**src/rtl/kdw_pkg.sv**
```systemverilog
`timescale 1ns / 1ps
`default_nettype none

package kdw_pkg;

   localparam int COORD_W     = 32;
   localparam int BLOCK_W     = 31;
   localparam int PASS_W      = 7;
   localparam int CSR_IDX_W   = 4;
   localparam int QUEUE_DEPTH = 4;
   localparam int QUEUE_AW    = 2;

   // The walk is over once more than this many root restarts have been seen.
   localparam logic [PASS_W-1:0] PASS_LIMIT = 7'd100;

   typedef enum logic [CSR_IDX_W-1:0] {
      CSR_ROOT_LEFT   = 4'd0,
      CSR_ROOT_TOP    = 4'd1,
      CSR_ROOT_RIGHT  = 4'd2,
      CSR_ROOT_BOTTOM = 4'd3,
      CSR_SEL_LEFT    = 4'd4,
      CSR_SEL_TOP     = 4'd5,
      CSR_SEL_RIGHT   = 4'd6,
      CSR_SEL_BOTTOM  = 4'd7
   } csr_idx_type;

   typedef enum logic {
      OP_LEAF  = 1'b0,
      OP_SPLIT = 1'b1
   } op_type;

   typedef struct packed {
      logic [COORD_W-1:0] left;
      logic [COORD_W-1:0] top;
      logic [COORD_W-1:0] right;
      logic [COORD_W-1:0] bottom;
   } rect_type;

   typedef struct packed {
      logic               has_block;
      logic [BLOCK_W-1:0] block_id;
      op_type             op;
      logic [COORD_W-1:0] coord;
      logic [COORD_W-1:0] above;
   } cmd_type;

   typedef struct packed {
      logic                 valid;
      logic [CSR_IDX_W-1:0] index;
      logic [COORD_W-1:0]   data;
   } csr_wr_type;

   typedef struct packed {
      logic full;
      logic valid;
   } q_stat_type;

endpackage

`default_nettype wire

```
**src/rtl/kdw_front.sv**
```systemverilog
`timescale 1ns / 1ps
`default_nettype none

module kdw_front (
   input  wire logic                       clock,
   input  wire logic                       reset,
   input  wire logic                       req_valid,
   output logic                            req_stall,
   input  wire logic                       req_has_block,
   input  wire logic [kdw_pkg::BLOCK_W-1:0] req_block_id,
   input  wire logic                       req_has_split,
   input  wire logic signed [kdw_pkg::COORD_W-1:0] req_split_coord,
   input  wire kdw_pkg::q_stat_type        q_stat,
   output logic                            q_push,
   output kdw_pkg::cmd_type                q_cmd
);

   logic             fr_vld_ff, fr_vld_in;
   kdw_pkg::cmd_type fr_cmd_ff, fr_cmd_in;
   logic             fr_load;

   // The stage holds while its entry cannot enter the full queue.
   assign req_stall = fr_vld_ff && q_stat.full;
   assign fr_load   = req_valid && !req_stall;
   assign q_push    = fr_vld_ff && !q_stat.full;
   assign q_cmd     = fr_cmd_ff;

   always_comb begin
      fr_vld_in = fr_load || (fr_vld_ff && q_stat.full);
      fr_cmd_in = fr_cmd_ff;
      if (fr_load) begin
         fr_cmd_in.has_block = req_has_block;
         fr_cmd_in.block_id  = req_block_id;
         fr_cmd_in.op        = req_has_split ? kdw_pkg::OP_SPLIT : kdw_pkg::OP_LEAF;
         fr_cmd_in.coord     = req_split_coord;
         // Lower bound of the upper half; wraps at the top of the range.
         fr_cmd_in.above     = req_split_coord + 32'sd1;
      end
   end

   always_ff @(posedge clock) begin
      if (reset) begin
         fr_vld_ff <= 1'b0;
      end else begin
         fr_vld_ff <= fr_vld_in;
      end
   end

   always_ff @(posedge clock) begin
      fr_cmd_ff <= fr_cmd_in;
   end

endmodule

`default_nettype wire

```
**config.mk**
```make
export PLATFORM = sky130hd
export DESIGN_NAME = kdw_front
export DESIGN_NICKNAME = d
export VERILOG_FILES = /design/src/rtl/kdw_pkg.sv /design/src/rtl/kdw_front.sv
export SDC_FILE = /design/constraint.sdc
export NUM_CORES = 1
export LEC_CHECK = 0
export BUFFER_PORTS_ARGS = -buffer_cell sky130_fd_sc_hd__buf_2
export CAP_MARGIN = 20
export CORE_UTILIZATION = 46
export DETAILED_ROUTE_END_ITERATION = 8
export PLACE_DENSITY = 0.88
export SYNTH_ARGS = -nofsm -noshare
export SYNTH_HDL_FRONTEND = slang
export SYNTH_SLANG_ARGS = --single-unit
```
**constraint.sdc**
```tcl
create_clock -name clock -period 7.1 [get_ports clock]
set_input_delay 0 -clock clock [delete_from_list [all_inputs] [get_ports clock]]
set_output_delay 0 -clock clock [all_outputs]
set_load 0.05 [all_outputs]
```
==> out/summary.txt <==
R2r endpoint = q_cmd[10]$_DFFE_PP_
Nets@finish = 511
Post-Syn Area per Cell = 18.4 um^2
GRT Total Usage = 21.3%
Status = complete, no violations
Worst Path Max Fanout = 58
Fin. max-slew vios = 0
Gpl congestion = 0.709
Root buffer selected by CTS = clkbuf_8
Fillcell total = 526
MaxCap Viol Count = 0
Seq/Total Area, Yosys = 80.6%
LEAKAGE = 0.00226 uW
Commonest non-fill, non-tap cells in the layout = 167 x buf_2, 97 x edfxtp_1, 67 x dlygate4sd3_1
Initial Util = 47.3%
Worst hold start = req_valid
Part of the power in registers = 52.0%
Sw frac = 28.1%
Final Hold Slack = 0.258 ns
Final setup fails = 0
Peak supply drop = 0.000120 V
Post-DRT Antenna Nets = 0
F_max = 402 MHz
DRT iter0 DRCs = 114
Die height = 90.9 um
Slew margin rel. = 27.5%
Reg2reg setup slack = 4.61 ns
Combinational power share = 18.0%
P_sw = 370 uW
# DRC = 0
Worst Max-Slew Pin Slew = 1.09 ns
Final period utilization = 35.1%
Post-route cell area = 5490 um^2
GRT overflow = 0
Clock skew = 0.00889 ns
Post-DP HPWL = 5310 um
Worst-case hold path end point = q_cmd[18]$_DFFE_PP_
Die area = 8270 um^2
Internal power = 947 uW
Startpoint Class = flip-flop
Buffers on Ports = 167
Final hold violations = 0
First-pass GRT wire length = 13100 um
Final Critical Period = 2.49 ns
DRT Wirelength = 8590 um
Mapped Cells = 198
Final instance count without filler cells = 547
CP arrival = 2.48 ns
FP Rows = 32
Power density over the cells = 240 nW/um^2
Vias in the first global route = 2679
R2r startpoint = fr_vld_ff$_SDFF_PP0_
CTS Buf Count = 9
Synth-to-layout area growth = 50.8%
I/O pin cnt = 169
Ant. Diodes = 0
Post-DP Area = 4590 um^2
Crit Path Class = flip-flop to flip-flop
Clk buf depth = 2
Initial antenna violation count = 0
Post-CTS Resized = 0
DR WL/cell = 15.7 um
Synth Register Bits = 98
Crit. End Element = flip-flop
Via count = 2647
Placed Cells = 464
Synth cell types = 27
Core Area = 7690 um^2
Reg2Reg Depth = 3
Hold buffer count at CTS = 67
H-tree depth = 3
Synthesized area = 3640 um^2
Hold Crit Depth = 2
RSZ-0062 raised after global routing = no
TNS Setup = 0 ns
Mapped Nets = 269
Commonest non-fill, non-tap cell in the layout = buf_2
EDFF count, synth = 97
Drt pass-1 iters = 4
Setup Buffers After CTS = 0
CTS tree = done
Async set-reset flop share out of synthesis = 0%
Worst Path Required = 7.09 ns
Reg clk slew, reported paths = 0.09 ns
Primary FF master, synth = edfxtp_1
Yosys Warn Count = 0
Share of cells above drive strength 1 = 43.6%
Min-Delay Path Class = input port to flip-flop
Clock Sinks = 98
Clock network fraction of design power = 30.0%
Pin count of the biggest net entering global routing = 59
Worst-Skew Late Latency = 0.36 ns
Via/cell ratio = 4.84
Die W = 90.9 um
## kinds of logic (layout without fill, tap and decap cells)
kind of cell  Yosys count  count (layout)  synth area share [%]
flops                  98              98                  80.6
xor+xnor               30              30                  7.22
fa+ha+maj               1               1                 0.344
buf+inv                 9             256                  1.20
simple gates           60              60                  10.6
## Yosys cell counts, types with 2 or more instances
cell type,count,area share (%)
nand3_2,2,0.55
xnor2_1,10,2.4
nand2_1,9,0.93
nor3_1,4,0.55
and3_1,2,0.34
nor4_1,4,0.69
nor4_2,5,1.7
xor2_1,20,4.8
buf_2,2,0.28
nor2_1,8,0.83
inv_1,5,0.52
nor2b_1,2,0.34
edfxtp_1,97,80
and4_1,4,0.96
nand3_1,10,1.4
nand4_1,3,0.52
## power groups by stage
stage	sequential (uW)	clock (uW)	combinational [uW]
after detailed placement	698	0	207
after floorplan	820	0	24.6
after global routing	689	425	246
after CTS	685	405	236
after global placement	696	0	204
final	685	396	237
## worst max-delay path: stages, from the launching register on
cell and delay, ns:
dfxtp_1 0.32, and2_1 0.18, nor2b_4 0.85, buf_4 0.71
## per-layer routing
metal / vias up / share of wire (%) / GRT usage, %
met5: - / 0 / 0
met1: 1273 / 36 / 22.5
met3: 13 / 6.7 / 5.05
met4: 0 / 1.3 / 6.88
met2: 131 / 55 / 41.0
li1: 1230 / - / -
## through the flow
| step | total power (uW) | setup WS, ns | util [%] |
|---|---|---|---|
| final | 1320 | 4.61 | 71.4 |
| after global routing | 1360 | 4.48 | 71.4 |
| after CTS | 1330 | 4.59 | 71.4 |
| after detailed placement | 905 | 4.62 | 59.7 |
| after global placement | 900 | 4.69 | 59.7 |
| after floorplan | 844 | 1.60 | - |
## registers in the layout, summed over array words and instances (netlist names)
name,cells
fr_vld_ff,1
q_cmd,97
## area by class of cell
type	instances	area, um^2	area share [%]
clock buffers	10	128	2.33
repair buffers	235	1510	27.6
multi-input cells	91	668	12.2
well taps	102	128	2.33
clock inverters	6	97.6	1.78
inverters	5	18.8	0.342
flip-flops and latches	98	2930	53.5
## worst max path at each step
stage                          from             endpoint  slack (ns)  cells past startpoint
4_1_cts        fr_vld_ff$_SDFF_PP0_  q_cmd[10]$_DFFE_PP_        4.59                      3
3_5_place_dp   fr_vld_ff$_SDFF_PP0_  q_cmd[36]$_DFFE_PP_        4.62                      3
6_report       fr_vld_ff$_SDFF_PP0_  q_cmd[10]$_DFFE_PP_        4.61                      3
2_1_floorplan  fr_vld_ff$_SDFF_PP0_   q_cmd[0]$_DFFE_PP_        1.60                      2
5_1_grt        fr_vld_ff$_SDFF_PP0_   q_cmd[7]$_DFFE_PP_        4.48                      3
3_3_place_gp   fr_vld_ff$_SDFF_PP0_  q_cmd[35]$_DFFE_PP_        4.69                      3
Power figures use the tool's default switching activity.
