### src/rtl/kdw_pkg.sv
`timescale 1ns / 1ps
`default_nettype none

package kdw_pkg;

   localparam int COORD_W     = 32;
   localparam int BLOCK_W     = 31;
   localparam int PASS_W      = 7;
   localparam int CSR_IDX_W   = 4;
   localparam int QUEUE_DEPTH = 4;
   localparam int QUEUE_AW    = 2;

   // The walk is over once more than this many root restarts have been seen.
   localparam logic [PASS_W-1:0] PASS_LIMIT = 7'd100;

   typedef enum logic [CSR_IDX_W-1:0] {
      CSR_ROOT_LEFT   = 4'd0,
      CSR_ROOT_TOP    = 4'd1,
      CSR_ROOT_RIGHT  = 4'd2,
      CSR_ROOT_BOTTOM = 4'd3,
      CSR_SEL_LEFT    = 4'd4,
      CSR_SEL_TOP     = 4'd5,
      CSR_SEL_RIGHT   = 4'd6,
      CSR_SEL_BOTTOM  = 4'd7
   } csr_idx_type;

   typedef enum logic {
      OP_LEAF  = 1'b0,
      OP_SPLIT = 1'b1
   } op_type;

   typedef struct packed {
      logic [COORD_W-1:0] left;
      logic [COORD_W-1:0] top;
      logic [COORD_W-1:0] right;
      logic [COORD_W-1:0] bottom;
   } rect_type;

   typedef struct packed {
      logic               has_block;
      logic [BLOCK_W-1:0] block_id;
      op_type             op;
      logic [COORD_W-1:0] coord;
      logic [COORD_W-1:0] above;
   } cmd_type;

   typedef struct packed {
      logic                 valid;
      logic [CSR_IDX_W-1:0] index;
      logic [COORD_W-1:0]   data;
   } csr_wr_type;

   typedef struct packed {
      logic full;
      logic valid;
   } q_stat_type;

endpackage

`default_nettype wire

### src/rtl/kdw_queue.sv
`timescale 1ns / 1ps
`default_nettype none

module kdw_queue (
   input  wire logic         clock,
   input  wire logic         reset,
   input  wire logic         push,
   input  wire kdw_pkg::cmd_type push_cmd,
   input  wire logic         pop,
   output kdw_pkg::cmd_type  head_cmd,
   output kdw_pkg::q_stat_type stat
);

   localparam int CNT_W = $clog2(kdw_pkg::QUEUE_DEPTH + 1);

   kdw_pkg::cmd_type              slot_ff [kdw_pkg::QUEUE_DEPTH];
   logic [kdw_pkg::QUEUE_AW-1:0]  wr_ptr_ff, wr_ptr_in;
   logic [kdw_pkg::QUEUE_AW-1:0]  rd_ptr_ff, rd_ptr_in;
   logic [CNT_W-1:0]              count_ff, count_in;

   assign stat.full  = (count_ff == CNT_W'(kdw_pkg::QUEUE_DEPTH));
   assign stat.valid = (count_ff != '0);
   assign head_cmd   = slot_ff[rd_ptr_ff];

   always_comb begin
      wr_ptr_in = push ? wr_ptr_ff + 1'b1 : wr_ptr_ff;
      rd_ptr_in = pop  ? rd_ptr_ff + 1'b1 : rd_ptr_ff;
      count_in  = count_ff;
      if (push && !pop) begin
         count_in = count_ff + 1'b1;
      end else if (pop && !push) begin
         count_in = count_ff - 1'b1;
      end
   end

   always_ff @(posedge clock) begin
      if (reset) begin
         wr_ptr_ff <= '0;
         rd_ptr_ff <= '0;
         count_ff  <= '0;
      end else begin
         wr_ptr_ff <= wr_ptr_in;
         rd_ptr_ff <= rd_ptr_in;
         count_ff  <= count_in;
      end
   end

   always_ff @(posedge clock) begin
      if (push) begin
         slot_ff[wr_ptr_ff] <= push_cmd;
      end
   end

endmodule

`default_nettype wire

### config.mk
export PLATFORM = sky130hd
export DESIGN_NAME = kdw_queue
export DESIGN_NICKNAME = d
export VERILOG_FILES = /design/src/rtl/kdw_pkg.sv /design/src/rtl/kdw_queue.sv
export SDC_FILE = /design/constraint.sdc
export NUM_CORES = 1
export LEC_CHECK = 0
export BUFFER_PORTS_ARGS = -buffer_cell sky130_fd_sc_hd__buf_2
export CAP_MARGIN = 20
export CORE_MARGIN = 5
export CORE_UTILIZATION = 45
export DETAILED_ROUTE_END_ITERATION = 8
export SYNTH_ARGS = -nofsm -noshare
export SYNTH_HDL_FRONTEND = slang
export SYNTH_SLANG_ARGS = --single-unit
### constraint.sdc
create_clock -name clock -period 6.05 [get_ports clock]
set_input_delay 1.21 -clock clock [delete_from_list [all_inputs] [get_ports clock]]
set_output_delay 1.21 -clock clock [all_outputs]
set_load 0.005 [all_outputs]
==> reports/metrics.cfg <==
[critical_path]
crit_path_end_kind = output pin
reg2reg_from = wr_ptr_ff[0]$_SDFFE_PP0P_
rrSetupSlack_ps = 3620
cp_slowest_cell = dfxtp_4
path_cells = buf_4, mux4_2, buf_2
rr_endpoint = slot_ff[2][77]$_DFFE_PP_
max_stage_delay_ps = 970
cp-start-kind = register
worstSetupEndpoint = head_cmd[87]
required_ps = 4840
critPathKind = register to output pin
r2r_cells = 4
cp_max_fo = 44
arrival_ps = 2780

[timing]
finalSetupViolations = 0
maxSlewViolCount = 0
relSlewSlack_pct = 30.3
finalHoldViolCount = 0
fmax_ghz = 0.251
clock_skew_ps = 16.4
worst_pin_slew_ps = 1050
setup_tns_ps = 0
finalCritPeriodShare_pct = 65.9
rsz0062_at_grt = false
fin_crit_ps = 3990

[floorplanning]
row_count = 65
core_um2 = 31600
die_w_um = 189
io_pins = 200
initial_core_util_pct = 45.7
fp.dieH_um = 189
die_area_um2 = 35700

[status]
status = finished clean

[clock_network]
clk_latency_ps = 510
cts_tree = done
cts_root_buf = clkbuf_16
ctsResizeCount = 0
postCtsHoldBufs = 0
h-tree-depth = 2
clkTransAtPathRegs_ps = 60
post-cts-setup-buffers = 0
cts_made_buffers = 41
cts_sinks = 397
clk_path_buf_depth = 3

[global_route]
grt_pass1_wl_um = 42500
grt_max_degree = 72
grt_overflow = 0
grt_pass1_vias = 7275
grtUsageTotal_pct = 15.5
antenna_found_initial = 6

[yosys]
synthFlopType = edfxtp_1
ys_seq_area_share_pct = 82.1
synthMuxAreaShare_pct = 15.3
synth_adder_area_share_pct = 0.573
synth_fp_nets = 658
syn_inst = 551
syn_avg_cell_area_um2 = 26.2
yosys.area_share.simple_pct = 0.521
synth_area_um2 = 14400
synth_top_family_by_area = multiplexers
async_reset_ff_share_pct = 0
synth_top_area_share_pct = 80.8
yosysTopAreaCell = edfxtp_1
synth_top_cells_by_area = edfxtp_1 81%, mux4_2 15%, dfxtp_1 1.2%, ha_1 0.43%, buf_8 0.42%
ys_ff_latch = 397
synth.distinct_cells = 20
synth_xor_area_share_pct = 0.304
synth_edf_count = 388
ys_warn_count = 0
synth_compound_area_share_pct = 0.0694

[place]
place_congestion = 0.693
port_buffers = 199
hpwlAfterDp_um = 16500

[drt]
ant_nets = 0
vias = 6444
firstDrtPassIters = 4
drt_iter0_markers = 282
routed_wl_um = 27600
viasPerCell = 5.35
routedWlPerCell_um = 22.9
route.detailed.drc = 0

[power_and_ir_drop]
leakage_nw = 5.72
ir_drop_mv = 0.223
cellPowerDensity_nw_per_um2 = 349

[layout]
drive_above_1_share_pct = 45.1
nNetsFinal = 885
fin_util_pct = 54.0
areaGrowthSynthToFinish_pct = 18.3

[job]
cap_violations = 0

[min_path]
whs_path_depth = 2
hold_class = register to register

[stage by stage]
step / worst slack [ps] / instances / area (um2) / power [W] / hold slack, ps
floorplan: 2130 / 551 / 14400 / 0.00355 / 461
global placement: 2510 / 1136 / 15800 / 0.00378 / 472
detailed placement: 2490 / 1136 / 15800 / 0.00380 / 512
CTS: 1920 / 1203 / 17000 / 0.00604 / 528
global route: 1780 / 1204 / 17100 / 0.00621 / 573
finish: 2060 / 1205 / 17100 / 0.00595 / 528
[synth_stat cells, types with 2 or more instances]
cell type and instances:
xor2_1 3, buf_8 4, nor2_1 7, buf_2 11, ha_1 5, inv_1 4, and2_1 4, clkbuf_1 7
edfxtp_1 388, mux4_2 97, mux2i_1 2, xnor2_1 2, or3_1 2, dfxtp_1 9
[worst min path at each step]
stage | startpoint | endpoint | slack (ps)
after floorplan | count_ff[2]$_SDFFE_PP0P_ | count_ff[2]$_SDFFE_PP0P_ | 460
after global placement | count_ff[2]$_SDFFE_PP0P_ | count_ff[2]$_SDFFE_PP0P_ | 470
after detailed placement | rd_ptr_ff[1]$_SDFFE_PP0P_ | register | 510
after CTS | count_ff[2]$_SDFFE_PP0P_ | count_ff[2]$_SDFFE_PP0P_ | 530
after global routing | rd_ptr_ff[0]$_SDFFE_PP0P_ | rd_ptr_ff[0]$_SDFFE_PP0P_ | 570
final | rd_ptr_ff[1]$_SDFFE_PP0P_ | rd_ptr_ff[1]$_SDFFE_PP0P_ | 530
[critical path, delay by kind of cell, from the launching register on]
kind,cells,cell delay (ps)
flip-flops,1,970
multiplexers,1,580
buffers and inverters,2,680
[where the power goes]
part	switching (W)	internal (W)
sequential	0.0000558	0.00316
clock	0.000930	0.00130
combinational	0.000253	0.000255
[cell usage in the layout, fill, tap and decap left out, types with 6 or more instances in the layout]
cell       netlist  layout
clkinv_2         0       6
nor2_1           7       7
clkbuf_16        0      41
edfxtp_1       388     388
mux4_2          97      97
buf_4            0       6
dfxtp_1          9       7
buf_2           11     199
clkbuf_1         7      12
[per-layer routing]
metal	track usage, %	vias to the layer above	share of wire [%]
met1	19.9	3366	41
met5	0	-	0.28
met4	3.81	12	1.9
met3	5.59	58	8.2
li1	-	2813	-
met2	25.5	195	48
[registers in the layout, summed over array words and instances, names as in the netlist, named ones only]
| register | cells |
|---|---|
| slot_ff | 388 |
| count_ff | 3 |
| wr_ptr_ff | 2 |
| rd_ptr_ff | 2 |
[cell families after synthesis]
family	count (synthesis)
muxes	99
buffers and inverters	27
DFF	397
adders and majority gates	6
and+or+nand+nor	15
AOI/OAI and AO/OA	2
xor gates and xnor gates	5
[cell type report]
class | count | area, um2
Antenna cell | 1 | 2.50
Clock buffer | 58 | 1140
Clock inverter | 9 | 41.3
Fill cell | 2412 | 14500
Inverter | 4 | 15.0
Multi-Input combinational cell | 127 | 2430
Sequential cell | 397 | 11800
Tap cell | 402 | 503
Timing Repair Buffer | 207 | 1090
(Power assumes the default switching activity.)
